`config.mk`:
```
export PLATFORM = sky130hd
export DESIGN_NAME = fss_ctrl
export DESIGN_NICKNAME = d
export VERILOG_FILES = /design/src/rtl/fss_pkg.sv /design/src/rtl/fss_ctrl.sv
export SDC_FILE = /design/constraint.sdc
export NUM_CORES = 1
export LEC_CHECK = 0
export BUFFER_PORTS_ARGS = -buffer_cell sky130_fd_sc_hd__buf_2
export CAP_MARGIN = 10
export CORE_AREA = 5 5 42 44
export DETAILED_ROUTE_END_ITERATION = 16
export DIE_AREA = 0 0 47 49
export MAX_ROUTING_LAYER = met4
export PLACE_DENSITY = 0.82
export SYNTH_ARGS = -nofsm -noshare
export SYNTH_HDL_FRONTEND = slang
export SYNTH_SLANG_ARGS = --single-unit
```
`constraint.sdc`:
```
create_clock -name clk -period 2.15 [get_ports clk]
set_input_delay 0.43 -clock clk [delete_from_list [all_inputs] [get_ports clk]]
set_output_delay 0.43 -clock clk [all_outputs]
set_load 0.01 [all_outputs]
```
`src/rtl/fss_pkg.sv`:
```
// Shared constants, command codes and control structs for the Floyd sampler.
package fss_pkg;

    localparam int unsigned MAX_CASES = 64;
    localparam int unsigned ID_WIDTH  = 32;
    localparam int unsigned CNT_W     = $clog2(MAX_CASES + 1);
    localparam int unsigned ADDR_W    = (MAX_CASES > 1) ? $clog2(MAX_CASES) : 1;
    localparam int unsigned DIV_STEPS = 64;
    localparam int unsigned DCNT_W    = $clog2(DIV_STEPS);

    localparam logic [63:0] SM_INC  = 64'h9e37_79b9_7f4a_7c15;
    localparam logic [63:0] SM_MUL1 = 64'hbf58_476d_1ce4_e5b9;
    localparam logic [63:0] SM_MUL2 = 64'h94d0_49bb_1331_11eb;

    localparam int unsigned SH_A = 30;
    localparam int unsigned SH_B = 27;
    localparam int unsigned SH_C = 31;

    // Datapath micro-operations
    typedef enum logic [3:0] {
        OP_NONE,
        OP_LOAD,
        OP_ERR,
        OP_LIM_INIT,
        OP_DIV_STEP,
        OP_SAVE_LIM,
        OP_GEN,
        OP_MUL_LL,
        OP_MUL_LH,
        OP_MUL_HL,
        OP_SHIFT_MIX,
        OP_FINISH,
        OP_SCAN_INIT,
        OP_SCAN_RD,
        OP_SCAN_CMP,
        OP_EMIT
    } op_t;

    typedef struct packed {
        op_t  op;
        logic stage;     // selects the second mixing multiplier
        logic next_cur;  // advance the current bound
    } cmd_t;

    typedef struct packed {
        logic bad;
        logic div_last;
        logic accept;
        logic scan_end;
        logic done;
    } stat_t;

endpackage

```
`src/rtl/fss_ctrl.sv`:
```
// Sequencer for the Floyd sampler: issues datapath micro-operations.
module fss_ctrl (
    input  logic           clk,
    input  logic           rst_n,
    input  logic           in_valid,
    output logic           in_stall,
    output logic           out_valid,
    input  logic           out_stall,
    input  fss_pkg::stat_t stat,
    output fss_pkg::cmd_t  cmd
);

    typedef enum logic [4:0] {
        S_IDLE, S_REQ, S_LINIT, S_LDIV, S_LSAVE, S_GEN,
        S_M1A, S_M1B, S_M1C, S_SH,
        S_M2A, S_M2B, S_M2C, S_FIN, S_CHK, S_VDIV,
        S_SINIT, S_SCAN, S_SCMP, S_OUT
    } state_t;

    state_t state_reg, state_next;

    assign in_stall  = (state_reg != S_IDLE);
    assign out_valid = (state_reg == S_OUT);

    // Decode next state and command
    always_comb
    begin
        state_next   = state_reg;
        cmd.op       = fss_pkg::OP_NONE;
        cmd.stage    = 1'b0;
        cmd.next_cur = 1'b0;
        unique case (state_reg)
            S_IDLE:
            begin
                if (in_valid)
                begin
                    cmd.op     = fss_pkg::OP_LOAD;
                    state_next = S_REQ;
                end
            end
            S_REQ:
            begin
                if (stat.bad)
                begin
                    cmd.op     = fss_pkg::OP_ERR;
                    state_next = S_OUT;
                end
                else
                begin
                    state_next = S_LINIT;
                end
            end
            S_LINIT:
            begin
                cmd.op     = fss_pkg::OP_LIM_INIT;
                state_next = S_LDIV;
            end
            S_LDIV:
            begin
                cmd.op = fss_pkg::OP_DIV_STEP;
                if (stat.div_last)
                    state_next = S_LSAVE;
            end
            S_LSAVE:
            begin
                cmd.op     = fss_pkg::OP_SAVE_LIM;
                state_next = S_GEN;
            end
            S_GEN:
            begin
                cmd.op     = fss_pkg::OP_GEN;
                state_next = S_M1A;
            end
            S_M1A:
            begin
                cmd.op     = fss_pkg::OP_MUL_LL;
                state_next = S_M1B;
            end
            S_M1B:
            begin
                cmd.op     = fss_pkg::OP_MUL_LH;
                state_next = S_M1C;
            end
            S_M1C:
            begin
                cmd.op     = fss_pkg::OP_MUL_HL;
                state_next = S_SH;
            end
            S_SH:
            begin
                cmd.op     = fss_pkg::OP_SHIFT_MIX;
                state_next = S_M2A;
            end
            S_M2A:
            begin
                cmd.op     = fss_pkg::OP_MUL_LL;
                cmd.stage  = 1'b1;
                state_next = S_M2B;
            end
            S_M2B:
            begin
                cmd.op     = fss_pkg::OP_MUL_LH;
                cmd.stage  = 1'b1;
                state_next = S_M2C;
            end
            S_M2C:
            begin
                cmd.op     = fss_pkg::OP_MUL_HL;
                cmd.stage  = 1'b1;
                state_next = S_FIN;
            end
            S_FIN:
            begin
                cmd.op     = fss_pkg::OP_FINISH;
                state_next = S_CHK;
            end
            S_CHK:
            begin
                // Reject values below the limit and draw again
                state_next = stat.accept ? S_VDIV : S_GEN;
            end
            S_VDIV:
            begin
                cmd.op = fss_pkg::OP_DIV_STEP;
                if (stat.div_last)
                    state_next = S_SINIT;
            end
            S_SINIT:
            begin
                cmd.op     = fss_pkg::OP_SCAN_INIT;
                state_next = S_SCAN;
            end
            S_SCAN:
            begin
                if (stat.scan_end)
                begin
                    cmd.op     = fss_pkg::OP_EMIT;
                    state_next = S_OUT;
                end
                else
                begin
                    cmd.op     = fss_pkg::OP_SCAN_RD;
                    state_next = S_SCMP;
                end
            end
            S_SCMP:
            begin
                cmd.op     = fss_pkg::OP_SCAN_CMP;
                state_next = S_SCAN;
            end
            S_OUT:
            begin
                // Hold the result until its transfer
                if (!out_stall)
                begin
                    if (stat.done)
                    begin
                        state_next = S_IDLE;
                    end
                    else
                    begin
                        cmd.next_cur = 1'b1;
                        state_next   = S_LINIT;
                    end
                end
            end
            default:
            begin
                state_next = S_IDLE;
            end
        endcase
    end

    // Hold state
    always_ff @(posedge clk or negedge rst_n)
    begin
        if (!rst_n)
            state_reg <= S_IDLE;
        else
            state_reg <= state_next;
    end

endmodule

```
==> metrics.md, run 1 <==
| Metric | Value |
|---|---|
| Dominant cells by area after synthesis | `dfrtp_1 19%, nor2_1 5.8%, a21oi_1 4.7%, buf_2 4.7%, a2111oi_4 4.3%` |
| Hold depth | `3` |
| VDD IR-drop max | `0.5765 mV` |
| Power Density | `1531 nW/um2` |
| P_leak | `0.3345 nW` |
| Hold Crit Start | `out_stall` |
| DR pass1 iterations | `4` |
| Synth Net Count | `94` |
| IO Count | `17` |
| Clock buffer depth | `2` |
| Outcome | `finished clean` |
| Tot GR Track Use | `17.58%` |
| Initial Utilization | `45.98%` |
| R2R Setup Slk | `0.48 ns` |
| Highest achievable clock rate | `487.6 MHz` |
| Rows | `14` |
| Critical-path top delay cell | `dfrtp_2` |
| DRC viols | `0` |
| Max-slew violations | `0` |
| Post-DP HPWL | `1212 um` |
| Vias in the first global route | `659` |
| CTS buffer count | `3` |
| Avg Vias per Cell | `5.907` |
| Vias | `697` |
| Critical-path maximum fanout | `6` |
| Final hold slack | `0.4570 ns` |
| Synth area leader | `dfrtp_1` |
| Final Hold Viols | `0` |
| Final wirelength | `1601 um` |
| CTS tree | `done` |
| First-pass GRT wire length | `2856 um` |
| Nets | `112` |
| Die area | `2303 um2` |
| Flop and latch count out of synthesis | `5` |
| Gr ovfl total | `0` |
| Place WS | `0.2328 ns` |
| H-tree Lvls | `1` |
| Startpoint Class | `register` |
| Worst flop-to-flop path startpoint | `state_reg[3]` |
| Critical path capture point type | `output pin` |
| Clk sinks | `5` |
| Routability Congestion | `0.8797` |
| Register area share after synthesis | `19.42%` |
| Port buffer count | `16` |
| Share of layout cells above drive strength 1 | `30.39%` |
| P&R area growth vs syn | `18.45%` |
| Max Clock Skew | `0.0008576 ns` |
| Mapped Area | `644.4 um2` |
| Root Buffer | `clkbuf_4` |
| Hold endpoint | `state_reg[4]` |
| Post-CTS Setup Inserts | `0` |
| Max-cap violations | `0` |
| Slew HR | `79.16%` |
| Die height | `49 um` |
| R2r endpoint | `state_reg[1]` |
| ANT cells | `0` |
| Layout Cell Area excl Fill | `763.2 um2` |
| Largest net degree at the start of global routing | `16` |
| Max reg flops | `5` |
| Critical-path cell list | `nor4b_1 -> a211o_1 -> or3_1 -> buf_2` |
| Slowest cell delay on critical path | `0.43 ns` |
| Worst-path clk slew | `0.04 ns` |
| Initial antenna violation count | `0` |
| Cell variety after synth | `38` |
| Area post-placement | `721.9 um2` |
| Synthesized area per cell | `7.581 um2` |
| Hold crit path type | `in2reg` |
| PnR worst setup slack | `0.09909 ns` |
| Period utilization | `95.39%` |
| Final setup viols | `0` |
| Crit path DAT | `1.62 ns` |
| R2R depth | `5` |
| Synth warnings | `0` |
| Worst-skew pair later-pin latency | `0.25 ns` |
| Yosys top cell area share | `19.42%` |
| Core Area | `1401 um2` |
| Syn Inst Count | `85` |
| Worst-margin pin slew | `0.3083 ns` |
| RSZ-0062 raised after global routing | `no` |
| WP data required | `1.72 ns` |
| Die width | `47 um` |
| DRT iter0 DRCs | `15` |
| Fin Setup TNS | `0 ns` |
| Wire per inst | `13.57 um` |
| Tmin final | `2.051 ns` |
| WS Path Type | `reg2out` |
| Number of nets still failing antenna checks after routing | `0` |
[metrics by stage]
stage / total power, mW / util (%) / std cells
after floorplan: 0.8616 / - / 85
after global placement: 1.024 / 51.52 / 113
after detailed placement: 1.044 / 51.52 / 113
after CTS: 1.164 / 54.11 / 118
after global routing: 1.294 / 54.46 / 118
final: 1.169 / 54.46 / 118
[cells in the mapped netlist, drive strengths merged]
library cell and n:
nor2b 2, o22a 1, or2b 1, o22ai 3, nand3 1, o31ai 1
or2 1, nor3 5, nand2b 3, o21ai 2, a21boi 1, xor2 1
nor3b 1, a21o 1, nor4b 3, a211o 2, nor4 1, xnor2 1
nor2 11, a22oi 1, a211oi 3, dfrtp 5, a22o 1, nor4bb 1
a2111oi 1, o2bb2ai 1, inv 2, a21oi 6, or3 1, nand2 8
a31oi 2, mux2i 1, or3b 1, buf 9
[power by group]
group	internal, mW	total, mW	switching [mW]
logic	0.386	0.867	0.481
clock network	0.0704	0.112	0.0415
registers	0.139	0.190	0.0515
[worst max-delay path: cells and delay by family (launching register included)]
family                 cells  cell delay, ns
and+or+nand+nor            2            0.51
DFF                        1            0.43
AOI/OAI and AO/OA          1            0.29
buffers and inverters      1            0.14
[routing by layer]
layer	up-vias	GRT usage, %	routed length, um
met5	-	-	0
met2	29	24.89	788
li1	347	-	-
met4	0	11.06	48
met3	7	4.797	105
met1	314	21.24	658
[worst max-delay path by stage]
stage                             from  endpoint  slack, ns
final                     state_reg[1]    cmd[3]        0.1
after detailed placement       stat[4]    cmd[3]       0.23
after CTS                 state_reg[1]    cmd[3]       0.08
after floorplan           state_reg[0]    cmd[3]       0.40
after global routing      state_reg[0]    cmd[3]      0.002
after global placement         stat[4]    cmd[3]       0.25
[cell type report]
class                      count  area, um2
multi-input combinational     69      451.7
clock buffer                   4      26.28
timing repair buffer          22      131.4
fill                         137      638.1
inverter                       2      7.507
sequential                     5      126.4
tap                           16      20.02
[layout by cell type (no fill, tap or decap), drive strengths merged, types with 2 or more instances in the layout]
cell type	count
nand2b	3
inv	2
o22ai	3
clkbuf	4
buf	21
nor4b	3
a21oi	6
a211o	2
o21ai	2
a31oi	2
nor2b	2
nor2	11
nor3	5
dfrtp	5
a211oi	3
nand2	8
[timing repair]
| item | CTS | global route |
|---|---|---|
| hold buffers | 1 | 0 |
| endpoints found under the hold margin | 5 | 0 |
| setup endpoints to repair | 0 | 1 |
| resized for setup | 0 | 2 |
[logic make-up after synthesis]
logic type / share of synthesized area, %
xor+xnor: 2.719
flops: 19.42
buf+inv: 10.49
compound gates: 30.29
mux: 1.553
simple gates: 35.54
Note: power is estimated with default switching activity, not from simulation.
==> inputs of run 2 (changes only) <==
- REMOVE_ABC_BUFFERS: default -> 1
==> metrics.md, run 2 (same netlist as run 1, synthesis figures left out) <==
| Metric | Value |
|---|---|
| Fillers | `127 (-7.3%)` |
| Worst-margin pin slew | `0.3044 ns (-0.003886 ns)` |
| DRT iter0 DRCs | `34 (+19)` |
| Max Clock Skew | `0.004922 ns (+0.004064 ns)` |
| Clk sinks | `5 (unchanged)` |
| CTS buffer count | `3 (unchanged)` |
| Hold-fix buffers at CTS | `0 (-1)` |
| PnR worst setup slack | `0.06199 ns (-0.03711 ns)` |
| Nets | `114 (+1.8%)` |
| Critical-path cell list | `buf_4 -> or3b_4 -> nor2_1 -> or3_1 -> buf_2` |
| Met3 Track Usage GR | `2.214% (-2.6 points)` |
| Die height | `49 um (unchanged)` |
| Gr ovfl total | `0 (unchanged)` |
| Final wirelength | `1738 um (+8.6%)` |
| Critical path capture point type | `output pin` |
| Wire per inst | `14.48 um (+6.7%)` |
| Vias in the first global route | `689 (+4.6%)` |
| Most common cell after layout, fill and taps aside | `buf_2` |
| Dpl cells | `114 (+0.88%)` |
| VDD IR-drop max | `0.7985 mV (+39%)` |
| Routability Congestion | `0.8304 (-5.6%)` |
| Die width | `47 um (unchanged)` |
| Critical-path maximum fanout | `9 (+3)` |
| Max-cap violations | `0 (unchanged)` |
| Number of nets still failing antenna checks after routing | `0 (unchanged)` |
| Final Hold Viols | `0 (unchanged)` |
| Power Density | `1562 nW/um2 (+2.0%)` |
| Hold crit path type | `in2async` |
| Initial Utilization | `45.98% (unchanged)` |
| Post-DP HPWL | `1342 um (+11%)` |
| Root Buffer | `clkbuf_4` |
| WP data required | `1.72 ns (about the same)` |
| Worst-path clk slew | `0.05 ns (about the same)` |
| Clock buffer depth | `2 (unchanged)` |
| Rows | `14 (unchanged)` |
| Outcome | `finished clean` |
| Most frequent cells in the layout | `16 x buf_2, 10 x nor2_1, 8 x buf_4` |
| Startpoint Class | `register` |
| ANT cells | `0 (unchanged)` |
| Tmin final | `2.088 ns (+0.03711 ns)` |
| Place WS | `0.2119 ns (-0.02089 ns)` |
| H-tree Lvls | `1 (unchanged)` |
| Worst-skew pair later-pin latency | `0.23 ns (-0.02 ns)` |
| Crit path DAT | `1.66 ns (+0.04 ns)` |
| Worst Path Buf+Inv | `2 (+1)` |
| IO Count | `17 (unchanged)` |
| RSZ-0062 raised after global routing | `no` |
| Slowest cell delay on critical path | `0.44 ns (about the same)` |
| Max reg flops | `5 (unchanged)` |
| CP top delay family | `simple AND/OR/NAND/NOR gates` |
| P&R area growth vs syn | `21.55%` |
| DRC viols | `0 (unchanged)` |
| GRT met2 Usage | `28.51% (+3.6 points)` |
| Die area | `2303 um2 (unchanged)` |
| Vias | `724 (+3.9%)` |
| Post-route insts no fill | `120 (+1.7%)` |
| Avg Vias per Cell | `6.033 (+2.1%)` |
| Port buffer count | `16 (unchanged)` |
| Met1 global-route usage | `19.87% (-1.4 points)` |
| Period utilization | `97.12% (+1.7 points)` |
| Initial antenna violation count | `0 (unchanged)` |
| Most used routing layer | `met2` |
| Fin Setup TNS | `0 ns (unchanged)` |
| Highest achievable clock rate | `478.9 MHz (-1.8%)` |
| Core Area | `1401 um2 (unchanged)` |
| Critical-path top delay cell | `dfrtp_2` |
| Final hold slack | `0.004506 ns (-0.4525 ns)` |
| First-pass GRT wire length | `2918 um (+2.2%)` |
| DR pass1 iterations | `4 (unchanged)` |
| Slew HR | `79.71% (+0.55 points)` |
| Max-slew violations | `0 (unchanged)` |
| WS Path Type | `reg2out` |
| Final setup viols | `0 (unchanged)` |
| Total power | `1.224 mW (+4.7%)` |
| Share of layout cells above drive strength 1 | `37.50% (+7.1 points)` |
| Tot GR Track Use | `17.42% (-0.17 points)` |
| P_leak | `0.3389 nW (+1.3%)` |
| CTS tree | `done` |
| Largest net degree at the start of global routing | `14 (-2)` |
run 2: changes by cell type in the layout (fill, tap and decap cells not counted), sizes merged:
cell / change
dlygate4sd3: -1
buf: +3
run 2: timing repair:
action,4_1_cts,5_1_grt
gates resized for setup,1,5
pin swaps,0,0
setup buffers,0,2
setup endpoints to repair,1,3
run 2: metal layers:
layer / up-vias / routed length [um]
li1: 350 / -
met1: 329 / 701
met2: 38 / 877
met3: 7 / 103
met4: 0 / 56
met5: - / 0
run 2: report_power, final:
part / internal (mW) / switching (mW)
sequential: 0.144 / 0.0870
combinational: 0.408 / 0.477
clock: 0.0701 / 0.0374
total: 0.622 / 0.602
run 2: worst paths after layout:
path,end,slack (ns),from,cells past startpoint
min in group clk,state_reg[4],0.46,out_stall,3
worst min-delay path,state_reg[2],0.005,rst_n,1
worst min register to register,state_reg[2],0.64,state_reg[2],2
worst max-delay path,cmd[3],0.06,state_reg[4],5
worst max register to register,state_reg[1],0.50,state_reg[2],5
max in group asynchronous,state_reg[1],1.99,rst_n,1
run 2: stage by stage:
stage	utilization, %	area, um2
6_report	55.89	783.3
3_3_place_gp	52.05	729.5
5_1_grt	55.89	783.3
2_1_floorplan	-	584.3
4_1_cts	54.02	757.0
3_5_place_dp	52.05	729.5
run 2: final cells by class:
cell class,instances,area [um2],area share [%]
Inverter,2,7.507,0.9585
Sequential cell,5,131.4,16.77
Tap cell,16,20.02,2.556
Clock buffer,4,26.28,3.355
Timing Repair Buffer,24,140.1,17.89
Multi-Input combinational cell,69,457.9,58.47
run 2: worst register-to-register path, cell delays in order (launching register included):
cell,delay [ns]
dfrtp_2,0.45
buf_4,0.18
or2_4,0.25
a2111oi_4,0.34
a21oi_1,0.10
a22o_1,0.21
